**src/design/mfvs_pkg.sv**
```systemverilog
// mfvs_pkg: shared types and constants of the multi-format value scan
// used by every module of the block; no dependencies

package mfvs_pkg;

  localparam int POS_BITS   = 25;
  localparam int LIMIT_BITS = 18;
  localparam int TGT_BITS   = 33;
  localparam int KIND_BITS  = 3;
  localparam int SLOTS      = 4;
  localparam int KINDS      = 6;
  localparam int CFG_IDX_BITS = 1;

  localparam logic [POS_BITS-1:0]   POS_MAX     = {POS_BITS{1'b1}};
  localparam logic [LIMIT_BITS-1:0] LIMIT_RESET = 18'd200000;

  // register indexes on the configuration port
  localparam logic [CFG_IDX_BITS-1:0] REG_TARGET = 1'b0;
  localparam logic [CFG_IDX_BITS-1:0] REG_LIMIT  = 1'b1;

  // reading kinds, also the bit index within a slot's hit vector
  localparam int KIND_U8   = 0;
  localparam int KIND_S8   = 1;
  localparam int KIND_BE16 = 2;
  localparam int KIND_LE16 = 3;
  localparam int KIND_BE32 = 4;
  localparam int KIND_LE32 = 5;

  typedef struct packed {
    logic [31:0] value;
    logic        u8_ok;
    logic        s8_ok;
    logic        u16_ok;
    logic        u32_ok;
  } tgt_t;

  typedef struct packed {
    logic [SLOTS-1:0][KINDS-1:0] hits;
    logic [POS_BITS-1:0]         base;
    logic                        last;
  } entry_t;

endpackage

```
**src/design/mfvs_cfg.sv**
```systemverilog
// mfvs_cfg: target and limit registers with the range decode of the target
// depends on mfvs_pkg

module mfvs_cfg (
  input  logic                               clk,
  input  logic                               rst_n,
  input  logic                               cfg_we,
  input  logic [mfvs_pkg::CFG_IDX_BITS-1:0]  cfg_index,
  input  logic [mfvs_pkg::TGT_BITS-1:0]      cfg_wdata,
  output mfvs_pkg::tgt_t                     tgt,
  output logic [mfvs_pkg::LIMIT_BITS-1:0]    limit
);
  import mfvs_pkg::*;

  logic [TGT_BITS-1:0]   target_r;
  logic [LIMIT_BITS-1:0] limit_r;

  always_ff @(posedge clk) begin
    if (!rst_n) begin
      target_r <= '0;
      limit_r  <= LIMIT_RESET;
    end else if (cfg_we) begin
      case (cfg_index)
        REG_TARGET: target_r <= cfg_wdata;
        REG_LIMIT:  limit_r  <= cfg_wdata[LIMIT_BITS-1:0];
        default: ;
      endcase
    end
  end

  always_comb begin
    tgt.value  = target_r[31:0];
    tgt.u8_ok  = ~|target_r[32:8];
    tgt.s8_ok  = (~|target_r[32:7]) | (&target_r[32:7]);
    tgt.u16_ok = ~|target_r[32:16];
    tgt.u32_ok = ~target_r[32];
  end

  assign limit = limit_r;

endmodule

```
**src/design/mfvs_judge.sv**
```systemverilog
// mfvs_judge: look-behind window, byte position and the per-offset reading compare
// depends on mfvs_pkg; feeds one hit entry per byte to mfvs_serial

module mfvs_judge (
  input  logic                 clk,
  input  logic                 rst_n,
  input  logic                 in_valid,
  output logic                 in_ready,
  input  logic [7:0]           in_byte,
  input  logic                 in_final,
  input  mfvs_pkg::tgt_t       tgt,
  output logic                 entry_valid,
  output mfvs_pkg::entry_t     entry,
  input  logic                 entry_take
);
  import mfvs_pkg::*;

  logic [2:0][7:0]     win_r, win_nxt;
  logic [POS_BITS-1:0] pos_r, pos_nxt;
  logic                entry_valid_r;
  entry_t              entry_r, entry_nxt;
  logic                accept;
  logic                ge3;
  logic [2:0]          n;
  logic [4:0][7:0]     bufx;

  assign in_ready = !entry_valid_r || entry_take;
  assign accept   = in_valid && in_ready;
  assign ge3      = pos_r >= POS_BITS'(3);

  always_comb begin
    logic en;
    logic ok16;
    logic [7:0] b0;
    logic [7:0] b1;
    bufx = '0;
    if (ge3) begin
      bufx[0] = win_r[2]; bufx[1] = win_r[1]; bufx[2] = win_r[0]; bufx[3] = in_byte;
      n = 3'd4;
    end else begin
      case (pos_r[1:0])
        2'd2: begin
          bufx[0] = win_r[1]; bufx[1] = win_r[0]; bufx[2] = in_byte;
        end
        2'd1: begin
          bufx[0] = win_r[0]; bufx[1] = in_byte;
        end
        default: begin
          bufx[0] = in_byte;
        end
      endcase
      n = 3'(pos_r[1:0]) + 3'd1;
    end
    entry_nxt.base = pos_r - POS_BITS'(n - 3'd1);
    entry_nxt.last = in_final;
    entry_nxt.hits = '0;
    for (int j = 0; j < SLOTS; j++) begin
      en   = in_final ? (3'(j) < n) : (j == 0 && ge3);
      ok16 = (3'(j) + 3'd2) <= n;
      b0   = bufx[j];
      b1   = bufx[j+1];
      entry_nxt.hits[j][KIND_U8]   = en && tgt.u8_ok && b0 == tgt.value[7:0];
      entry_nxt.hits[j][KIND_S8]   = en && tgt.s8_ok && b0 == tgt.value[7:0];
      entry_nxt.hits[j][KIND_BE16] = en && ok16 && tgt.u16_ok && {b0, b1} == tgt.value[15:0];
      entry_nxt.hits[j][KIND_LE16] = en && ok16 && tgt.u16_ok && {b1, b0} == tgt.value[15:0];
    end
    entry_nxt.hits[0][KIND_BE32] = (in_final || ge3) && n == 3'd4 && tgt.u32_ok &&
                                   {bufx[0], bufx[1], bufx[2], bufx[3]} == tgt.value;
    entry_nxt.hits[0][KIND_LE32] = (in_final || ge3) && n == 3'd4 && tgt.u32_ok &&
                                   {bufx[3], bufx[2], bufx[1], bufx[0]} == tgt.value;
  end

  always_comb begin
    win_nxt = win_r;
    pos_nxt = pos_r;
    if (accept) begin
      if (in_final) begin
        win_nxt = '0;
        pos_nxt = '0;
      end else begin
        win_nxt = {win_r[1], win_r[0], in_byte};
        if (pos_r != POS_MAX) begin
          pos_nxt = pos_r + POS_BITS'(1);
        end
      end
    end
  end

  always_ff @(posedge clk) begin
    if (!rst_n) begin
      win_r         <= '0;
      pos_r         <= '0;
      entry_valid_r <= 1'b0;
    end else begin
      win_r <= win_nxt;
      pos_r <= pos_nxt;
      if (accept) begin
        entry_valid_r <= 1'b1;
      end else if (entry_take) begin
        entry_valid_r <= 1'b0;
      end
    end
  end

  always_ff @(posedge clk) begin
    if (accept) begin
      entry_r <= entry_nxt;
    end
  end

  assign entry_valid = entry_valid_r;
  assign entry       = entry_r;

endmodule

```
**src/design/mfvs_serial.sv**
```systemverilog
// mfvs_serial: walks each hit entry in offset then kind order, applies the limit,
// adds the summary and holds the result register; depends on mfvs_pkg

module mfvs_serial #(
  parameter int OFFSET_BITS = 24
) (
  input  logic                              clk,
  input  logic                              rst_n,
  input  logic                              entry_valid,
  input  mfvs_pkg::entry_t                  entry,
  output logic                              entry_take,
  input  logic [mfvs_pkg::LIMIT_BITS-1:0]   limit,
  output logic                              out_valid,
  input  logic                              out_ready,
  output logic [OFFSET_BITS-1:0]            out_offset,
  output logic [mfvs_pkg::KIND_BITS-1:0]    out_kind,
  output logic                              out_summary,
  output logic [mfvs_pkg::LIMIT_BITS-1:0]   out_total,
  output logic                              out_last
);
  import mfvs_pkg::*;

  logic                              cur_valid_r;
  entry_t                            cur_r;
  logic [LIMIT_BITS-1:0]             count_r;
  logic                              out_valid_r;
  logic [OFFSET_BITS-1:0]            out_offset_r;
  logic [KIND_BITS-1:0]              out_kind_r;
  logic                              out_summary_r;
  logic [LIMIT_BITS-1:0]             out_total_r;
  logic                              out_last_r;

  logic [1:0]                        sel_slot;
  logic [KIND_BITS-1:0]              sel_kind;
  logic [SLOTS-1:0][KINDS-1:0]       clr, hits_rest;
  logic                              can_out, allowed, has_match, has_sum;
  logic                              more, match_last, emit, cur_done, load;
  logic [POS_BITS:0]                 off_sum;

  always_comb begin
    logic found;
    logic [KINDS-1:0] row;
    sel_slot = '0;
    found    = 1'b0;
    for (int j = 0; j < SLOTS; j++) begin
      if (!found && |cur_r.hits[j]) begin
        sel_slot = 2'(j);
        found    = 1'b1;
      end
    end
    row      = cur_r.hits[sel_slot];
    sel_kind = '0;
    found    = 1'b0;
    for (int k = 0; k < KINDS; k++) begin
      if (!found && row[k]) begin
        sel_kind = KIND_BITS'(k);
        found    = 1'b1;
      end
    end
    clr = '0;
    clr[sel_slot][sel_kind] = 1'b1;
    hits_rest = cur_r.hits & ~clr;
  end

  assign can_out    = !out_valid_r || out_ready;
  assign allowed    = count_r < limit;
  assign has_match  = cur_valid_r && (|cur_r.hits) && allowed;
  assign has_sum    = cur_valid_r && !has_match && cur_r.last;
  assign more       = (|hits_rest) &&
                      (({1'b0, count_r} + (LIMIT_BITS+1)'(1)) < {1'b0, limit});
  assign match_last = !more && !cur_r.last;
  assign emit       = (has_match || has_sum) && can_out;
  assign cur_done   = cur_valid_r && ((!has_match && !has_sum) ||
                      (emit && (has_sum || match_last)));
  assign load       = !cur_valid_r || cur_done;
  assign entry_take = load && entry_valid;
  assign off_sum    = {1'b0, cur_r.base} + (POS_BITS+1)'(sel_slot);

  always_ff @(posedge clk) begin
    if (!rst_n) begin
      cur_valid_r <= 1'b0;
      count_r     <= '0;
      out_valid_r <= 1'b0;
    end else begin
      if (load) begin
        cur_valid_r <= entry_valid;
      end
      if (emit && has_match) begin
        count_r <= count_r + LIMIT_BITS'(1);
      end else if (emit && has_sum) begin
        count_r <= '0;
      end
      if (emit) begin
        out_valid_r <= 1'b1;
      end else if (out_ready) begin
        out_valid_r <= 1'b0;
      end
    end
  end

  always_ff @(posedge clk) begin
    if (load) begin
      cur_r <= entry;
    end else if (emit && has_match) begin
      cur_r.hits <= hits_rest;
    end
    if (emit) begin
      if (has_match) begin
        out_offset_r  <= OFFSET_BITS'(off_sum);
        out_kind_r    <= sel_kind;
        out_summary_r <= 1'b0;
        out_total_r   <= '0;
        out_last_r    <= match_last;
      end else begin
        out_offset_r  <= '0;
        out_kind_r    <= '0;
        out_summary_r <= 1'b1;
        out_total_r   <= count_r;
        out_last_r    <= 1'b1;
      end
    end
  end

  assign out_valid   = out_valid_r;
  assign out_offset  = out_offset_r;
  assign out_kind    = out_kind_r;
  assign out_summary = out_summary_r;
  assign out_total   = out_total_r;
  assign out_last    = out_last_r;

endmodule

```
**src/design/multi_format_value_scan.sv**
```systemverilog
// multi_format_value_scan: top level of the value scan
// depends on mfvs_pkg, mfvs_cfg, mfvs_judge and mfvs_serial
//
// memory bytes arrive on the in_ stream in ascending address order, one per
// transfer, with in_tlast on the last byte of the region. each offset is tested
// as u8, s8, be16, le16, be32 and le32 against the target register; matches
// leave on the out_ stream ordered by offset then kind, and the transfer after
// the last byte's matches is a summary (out_tuser high) carrying the count.
// out_tlast marks the last result caused by one input byte.
// an offset is judged when the byte three places later arrives, so a match
// leaves 3 bytes after its own byte plus its way through the entry register,
// walk register and result register. bytes are taken one per cycle while
// each byte causes at most one result and the receiver is ready; a byte with
// several results holds the walk until they have all left; the final byte can cause up to 17.
// a stalled receiver holds the result register, then the walk, then the
// entry register, and only then drops in_tready.
// reset clears the window, position, count and pipeline and sets the limit
// to 200000 and the target to zero; taking the final byte clears window and position,
// and its summary clears the count. configuration writes are taken at once on cfg_we.

module multi_format_value_scan #(
  parameter int OFFSET_BITS = 24
) (
  input  logic                               clk,
  input  logic                               rst_n,
  input  logic                               in_tvalid,
  output logic                               in_tready,
  input  logic [7:0]                         in_tdata,   // data_byte
  input  logic                               in_tlast,   // final_byte
  output logic                               out_tvalid,
  input  logic                               out_tready,
  output logic [((OFFSET_BITS+21+7)/8)*8-1:0] out_tdata, // match_offset, match_kind, match_total
  output logic                               out_tuser,  // summary_item
  output logic                               out_tlast,  // run_last
  input  logic                               cfg_we,
  input  logic [mfvs_pkg::CFG_IDX_BITS-1:0]  cfg_index,
  input  logic [mfvs_pkg::TGT_BITS-1:0]      cfg_wdata
);
  import mfvs_pkg::*;

  localparam int TDATA_W = ((OFFSET_BITS + 21 + 7) / 8) * 8;
  localparam int FIELD_W = OFFSET_BITS + KIND_BITS + LIMIT_BITS;

  tgt_t                   tgt;
  logic [LIMIT_BITS-1:0]  limit;
  logic                   entry_valid;
  entry_t                 entry;
  logic                   entry_take;
  logic [OFFSET_BITS-1:0] res_offset;
  logic [KIND_BITS-1:0]   res_kind;
  logic [LIMIT_BITS-1:0]  res_total;
  logic [FIELD_W-1:0]     res_fields;

  mfvs_cfg u_cfg (
    .clk       (clk),
    .rst_n     (rst_n),
    .cfg_we    (cfg_we),
    .cfg_index (cfg_index),
    .cfg_wdata (cfg_wdata),
    .tgt       (tgt),
    .limit     (limit)
  );

  mfvs_judge u_judge (
    .clk         (clk),
    .rst_n       (rst_n),
    .in_valid    (in_tvalid),
    .in_ready    (in_tready),
    .in_byte     (in_tdata),
    .in_final    (in_tlast),
    .tgt         (tgt),
    .entry_valid (entry_valid),
    .entry       (entry),
    .entry_take  (entry_take)
  );

  mfvs_serial #(
    .OFFSET_BITS (OFFSET_BITS)
  ) u_serial (
    .clk         (clk),
    .rst_n       (rst_n),
    .entry_valid (entry_valid),
    .entry       (entry),
    .entry_take  (entry_take),
    .limit       (limit),
    .out_valid   (out_tvalid),
    .out_ready   (out_tready),
    .out_offset  (res_offset),
    .out_kind    (res_kind),
    .out_summary (out_tuser),
    .out_total   (res_total),
    .out_last    (out_tlast)
  );

  assign res_fields = {res_total, res_kind, res_offset};
  assign out_tdata  = TDATA_W'(res_fields);

endmodule
```
**config.mk**
```make
export PLATFORM = sky130hd
export DESIGN_NAME = multi_format_value_scan
export DESIGN_NICKNAME = d
export VERILOG_FILES = /design/src/design/mfvs_pkg.sv /design/src/design/mfvs_cfg.sv /design/src/design/mfvs_judge.sv /design/src/design/mfvs_serial.sv /design/src/design/multi_format_value_scan.sv
export SDC_FILE = /design/constraint.sdc
export NUM_CORES = 1
export LEC_CHECK = 0
export ABC_AREA = 1
export BUFFER_PORTS_ARGS = -buffer_cell sky130_fd_sc_hd__buf_2
export CORE_MARGIN = 2
export CORE_UTILIZATION = 60
export CTS_CLUSTER_SIZE = 24
export DETAILED_ROUTE_END_ITERATION = 8
export PLACE_DENSITY_LB_ADDON = 0.05
export SETUP_SLACK_MARGIN = 0.15
export SYNTH_ARGS = -nofsm -noshare
export SYNTH_HDL_FRONTEND = slang
export SYNTH_SLANG_ARGS = --single-unit
```
**constraint.sdc**
```tcl
create_clock -name clk -period 15.3 [get_ports clk]
set_clock_uncertainty 0.05 [all_clocks]
set_input_delay 3.06 -clock clk [delete_from_list [all_inputs] [get_ports clk]]
set_output_delay 3.06 -clock clk [all_outputs]
set_load 0.1 [all_outputs]
```
---- Word-level counts from Yosys, hierarchy flattened ----
Cells that the tools add are included.
storage, ports and cells
  register bits after elaboration ......... 260
  input port bits ......................... 48
  output and inout bits ................... 52
  logic and storage cells ................. 222
operators by class
  add/subtract/negate cells ............... 7
  order comparisons ....................... 15
  equal/unequal tests ..................... 18
  mux-type cells .......................... 44
  bitwise operators ....................... 5
  reductions and logical operators ........ 103
operator list
  operator                                                                              count
  16-bit == test                                                                        7
  24-bit 2-to-1 mux                                                                     3
  32-bit == test                                                                        2
  1-bit logical AND                                                                     60
  25-bit 2-to-1 mux                                                                     2
  24-bit OR reduction                                                                   2
  18-bit 2-to-1 mux                                                                     2
  8-bit == test                                                                         4
  8-bit one-hot mux with 2 select lines                                                 2
  26-bit AND reduction                                                                  1
  26-bit OR reduction                                                                   1
  25-bit by 1-bit adder with 25-bit output, second input constant                       1
  25-bit by 2-bit greater-or-equal comparator with 1-bit output, second input constant  1
  25-bit inequality test, second input constant                                         1
  25-bit OR reduction                                                                   1
  24-bit by 2-bit adder with 24-bit output                                              1
  24-bit bitwise AND                                                                    1
  24-bit inverter                                                                       1
  6-bit OR reduction                                                                    4
  24-bit subtractor                                                                     1
  22-bit 2-to-1 mux                                                                     1
  1-bit 2-to-1 mux                                                                      20
  18-bit by 1-bit adder with 19-bit output, second input constant                       1
  19-bit by 18-bit less-than comparator with 1-bit output                               1
  30 further kinds                                                                      71

---- Logic depth before layout (Yosys ltp) ----
  word-level depth ........................ 50
  gate-level depth with buffers ........... 27

---- Cells and area by module ----
A second synthesis with hierarchy kept.
unflattened totals
  cell total of the unflattened synthesis .. 2234
  area total of the unflattened synthesis .. 16463.3 um2
by module, submodules not included
  module                   times used  cells each  area an instance (um2)  sequential area each (um2)
  mfvs_judge               1           1163        7542.2                  2322.2
  mfvs_serial              1           746         6576.3                  3283.1
  mfvs_cfg                 1           321         2318.5                  1021.0
  multi_format_value_scan  1           4           26.3                    0.0

---- Worst setup path before layout ----
Ideal clock, no wire load.
  path type ............................... input to output
  start ................................... input out_tready
  end ..................................... output in_tready
  arrival time ............................ 6.249 ns
  data required time ...................... 12.190 ns
  setup slack ............................. 5.941 ns
  stages on the path ...................... 5
  buffers on the path ..................... 1
  cells stage by stage .................... nor2_1 nor2_1 nand3_2 nand3_4 buf_2
between the ends
  word-level cells in the longest chain between the ends .. 8
ends and longest elaborated chain
  item               line                           source
  start, declared    multi_format_value_scan.sv:31  input logic out_tready,
  1-bit logical OR   mfvs_serial.sv:65              assign can_out = !out_valid_r || out_ready;
  1-bit logical AND  mfvs_serial.sv:72              assign emit = (has_match || has_sum) && can_out;
  net u_serial.emit  mfvs_serial.sv:37              logic more, match_last, emit, cur_done, load;
  1-bit logical AND  mfvs_serial.sv:74              (emit && (has_sum || match_last)));
  1-bit logical OR   mfvs_serial.sv:73              assign cur_done = cur_valid_r && ((!has_match && !has_sum) ||
  1-bit logical AND  mfvs_serial.sv:73
  1-bit logical OR   mfvs_serial.sv:75              assign load = !cur_valid_r || cur_done;
  1-bit logical AND  mfvs_serial.sv:76              assign entry_take = load && entry_valid;
  1-bit logical OR   mfvs_judge.sv:27               assign in_ready = !entry_valid_r || entry_take;
  end, declared      multi_format_value_scan.sv:27  output logic in_tready,
The timed path passes the listed nets, and every way through them passes these cells.

---- Worst setup path in the final report ----
  start ................................... register u_serial.count_r[0]
  end ..................................... output in_tready
between the ends
  word-level cells in the longest chain between the ends .. 13
  elaborated cells between the ends (all ways) .. 21
  classes of those cells .................. 1 x add/sub; 2 x order compare; 18 x reduce/logical
ends and longest elaborated chain
  item                                                                              line               source
  start, declared                                                                   mfvs_serial.sv:25  logic [LIMIT_BITS-1:0] count_r;
  start signal, assigned                                                            mfvs_serial.sv:89  count_r <= count_r + LIMIT_BITS'(1);
  branches (longest 8 deep; another with 18-bit by 1-bit adder with 19-bit output)  n/a
  1-bit logical OR *                                                                mfvs_serial.sv:73
  1-bit logical AND *                                                               mfvs_serial.sv:73
  1-bit logical OR *                                                                mfvs_serial.sv:75
  1-bit logical AND *                                                               mfvs_serial.sv:76
  1-bit logical OR *                                                                mfvs_judge.sv:27
Every way passes the cells marked *.

==> metrics.txt <==
FP Rows 57; Achievable Freq roughly 0.13 GHz; number of H-tree levels 1; share of total power in sequential cells 42.2%; Post-synth top flop edfxtp_1; power per standard cell area 132.2 nW/um^2; GRT overflow 0; core area roughly 24000 um^2; Max VDD drop slightly above 100 uV; Slew Viols, Final 0; final wirelength roughly 37 mm; type of origin of the critical path flip-flop; Worst setup EP type output pin; Final period util roughly 50%; total setup buffers inserted after CTS 0; Clock Sink Count 260; number of synthesized flops with an enable pin between 100 and 150; vias in the first global route 11800; Die W 161.4 um; HP Class reg -> reg; Initial DRC Count 1182; drt pass-1 iters 7; Avg Inst Size Synth ~8.0 um^2; clock-pin slew on the worst setup and hold paths ~0.060 ns; antenna cells 0; Inserted Clock Buffers 28; RSZ-0062 raised after global routing no; Post-synth ARST share 0%; Routed WL per cell between 15 and 20 um; Slew HR 18.52%; outcome completed; setup TNS 0 ns; HPWL after detailed placement about 27 mm; Root Driver clkbuf_16; endpoints failing hold 0; Yosys top cell area share 28.08%; kind of critical path reg -> out; gr usage total between 20% and 30%; minimum clock period around 7.8 ns; initial core utilization around three fifths; final net count ~2000; Internal 0.001416 W; Critical Path Fanout Max 23; clock latency on the worst-skew pair about 0.55 ns; DRC 0; largest net degree at the start of global routing 80; Critical Path RT ~12 ns; Max Root-Sink Buffers 3; Via-to-Cell Ratio between 5 and 6; synth top area cells edfxtp_1 28%, dfxtp_1 16%, nand2_1 8.2%; setup violation total in the final timing report 0; synth warn 0; Leak between 7 and 8 nW; GP Congestion 1.037; combinational group share of total power 26.1%; die height around 160 um; initial antenna violation count 0; Net Sw Frac around a third; layout cells sized above 1 9.082%; Post-Syn Instances 1855; cts repair resizes 0; #FFs+latches synth 260; post-synth top area cell edfxtp_1; Syn-to-layout area delta 11.10%; Worst-Margin Slew between 1 and 1.5 ns; CTS tree built; fin util about 68%; first-pass GRT wire length around 60 mm; Sw Pwr roughly 0.00077 W; sequential area share after synthesis roughly 44%; Routed Antenna Nets 0; IO buf count 96; Arr. time, crit path about 4.7 ns; hold-fix buffers at CTS 0; Clk network pwr share a little under a third; Distinct cells, synth 55; Mapped Area 14870 um^2; Max-Cap Viols 0; DR vias between 10000 and 15000; Die Area 26050 um^2; io pins 100
[synth_stat cells, types with 6 or more instances]
| cell type | instances |
|---|---|
| edfxtp_1 | 139 |
| xnor2_1 | 20 |
| clkbuf_1 | 42 |
| nand3_1 | 71 |
| nand2_1 | 325 |
| o21ai_1 | 18 |
| nor3b_1 | 11 |
| o22ai_1 | 19 |
| xor2_1 | 95 |
| a21oi_1 | 109 |
| o21ai_0 | 148 |
| nor4_1 | 14 |
| o211ai_1 | 16 |
| inv_1 | 233 |
| nand4_1 | 54 |
| a31oi_1 | 6 |
| nor2_1 | 228 |
| ha_1 | 64 |
| nor3_1 | 29 |
| buf_2 | 17 |
| a221oi_1 | 6 |
| dfxtp_1 | 121 |
[critical path: stages, from the launching register on]
cell	delay (ns)
dfxtp_1	0.39
inv_1	0.11
nor3_1	0.31
nand2_1	0.14
nor3_1	0.30
nand3_1	0.17
nor3_1	0.34
nand2_1	0.11
xor2_1	0.16
inv_1	0.07
ha_1	0.27
inv_1	0.05
nor3_1	0.19
nand2_1	0.08
nand3_1	0.08
nand3_1	0.07
a21boi_0	0.16
nor3_1	0.08
nand3_1	0.09
nand3_2	0.11
nand3_4	0.29
buf_2	0.50
[power groups by stage]
stage / clock (W) / combinational (W) / sequential [W]
3_5_place_dp: 0 / 0.000562 / 0.000934
6_report: 0.000693 / 0.000569 / 0.000921
4_1_cts: 0.000703 / 0.000565 / 0.000920
5_1_grt: 0.000734 / 0.000624 / 0.000931
2_1_floorplan: 0 / 0.000310 / 0.00105
3_3_place_gp: 0 / 0.000555 / 0.000930
[stage by stage]
stage                     worst slack [ns]  hold WS, ns  cell area [um^2]  cells  power (W)
after floorplan                      5.941       0.3503             14880   1859   0.001362
after global placement               7.863       0.3526             15560   2221   0.001485
after detailed placement             7.843       0.3562             15560   2221   0.001496
after CTS                            7.556       0.3613             16520   2273   0.002188
after global routing                 7.141       0.3746             16520   2273   0.002289
final                                7.539       0.3636             16520   2273   0.002183
[area by class of cell]
| class | instances | area [um^2] |
|---|---|---|
| fill | 2107 | 7804 |
| multi-input combinational | 1289 | 7087 |
| sequential | 260 | 6596 |
| inverter | 241 | 904.6 |
| clock buffer | 36 | 760.7 |
| timing repair buffer | 107 | 563.0 |
| tap | 324 | 405.4 |
| clock inverter | 16 | 198.9 |
[final timing paths]
kind | start | end | slack [ns] | depth (start not counted)
setup reg to reg | u_judge.pos_r[0] | u_judge.entry[23] | 9.71 | 18
hold reg to reg | u_judge.entry[5] | u_serial.cur_r[5] | 0.36 | 0
setup / recovery | u_serial.count_r[0] | in_tready | 7.54 | 21
hold / removal | u_judge.entry[5] | u_serial.cur_r[5] | 0.36 | 0
[metal layers]
layer | GRT usage (%) | share of wire (%)
met1 | 40.92 | 46
met2 | 44.99 | 43
met3 | 4.674 | 7.1
met4 | 8.117 | 3.1
met5 | 0 | 0
[flip-flops by register name (all words and copies together), names as in the netlist, 3 cells and up]
register	cells
u_serial.cur_r	49
u_judge.entry	43
u_cfg.target_r	33
u_judge.pos_r	25
u_judge.win_r	24
u_serial.out_offset	24
u_cfg.limit	18
u_serial.count_r	18
u_serial.out_total	18
u_serial.out_kind	3
[cell usage in the layout, fill, tap and decap left out, drive strengths merged, types with 2 or more instances in the layout]
| cell | count |
|---|---|
| nor4 | 14 |
| fa | 2 |
| nor3b | 11 |
| o22ai | 19 |
| inv | 237 |
| a31oi | 6 |
| nand3b | 2 |
| clkinvlp | 6 |
| o211ai | 16 |
| nor3 | 29 |
| o21ai | 167 |
| ha | 64 |
| buf | 107 |
| a21o | 3 |
| a2111oi | 3 |
| nand3 | 75 |
| nor2 | 236 |
| a21boi | 2 |
| conb | 5 |
| bufinv | 4 |
| xnor2 | 20 |
| xor2 | 95 |
| nand4 | 54 |
| dfxtp | 121 |
| a21oi | 109 |
| nand2 | 330 |
| o2111ai | 5 |
| o31ai | 2 |
| a221oi | 6 |
| clkbuf | 36 |
| clkinv | 10 |
| edfxtp | 139 |
| or2 | 3 |
[logic make-up (layout without fill, tap and decap cells)]
group | Yosys count | in the layout | synth area share [%]
and+or+nand+nor | 758 | 758 | 22.23
AOI/OAI and AO/OA | 345 | 345 | 12.79
buffers and inverters | 310 | 400 | 8.147
DFF | 260 | 260 | 44.37
xor gates and xnor gates | 115 | 115 | 6.776
adders and majority gates | 66 | 66 | 5.656
other | 1 | 5 | 0.02523
Power figures use the tool's default switching activity.
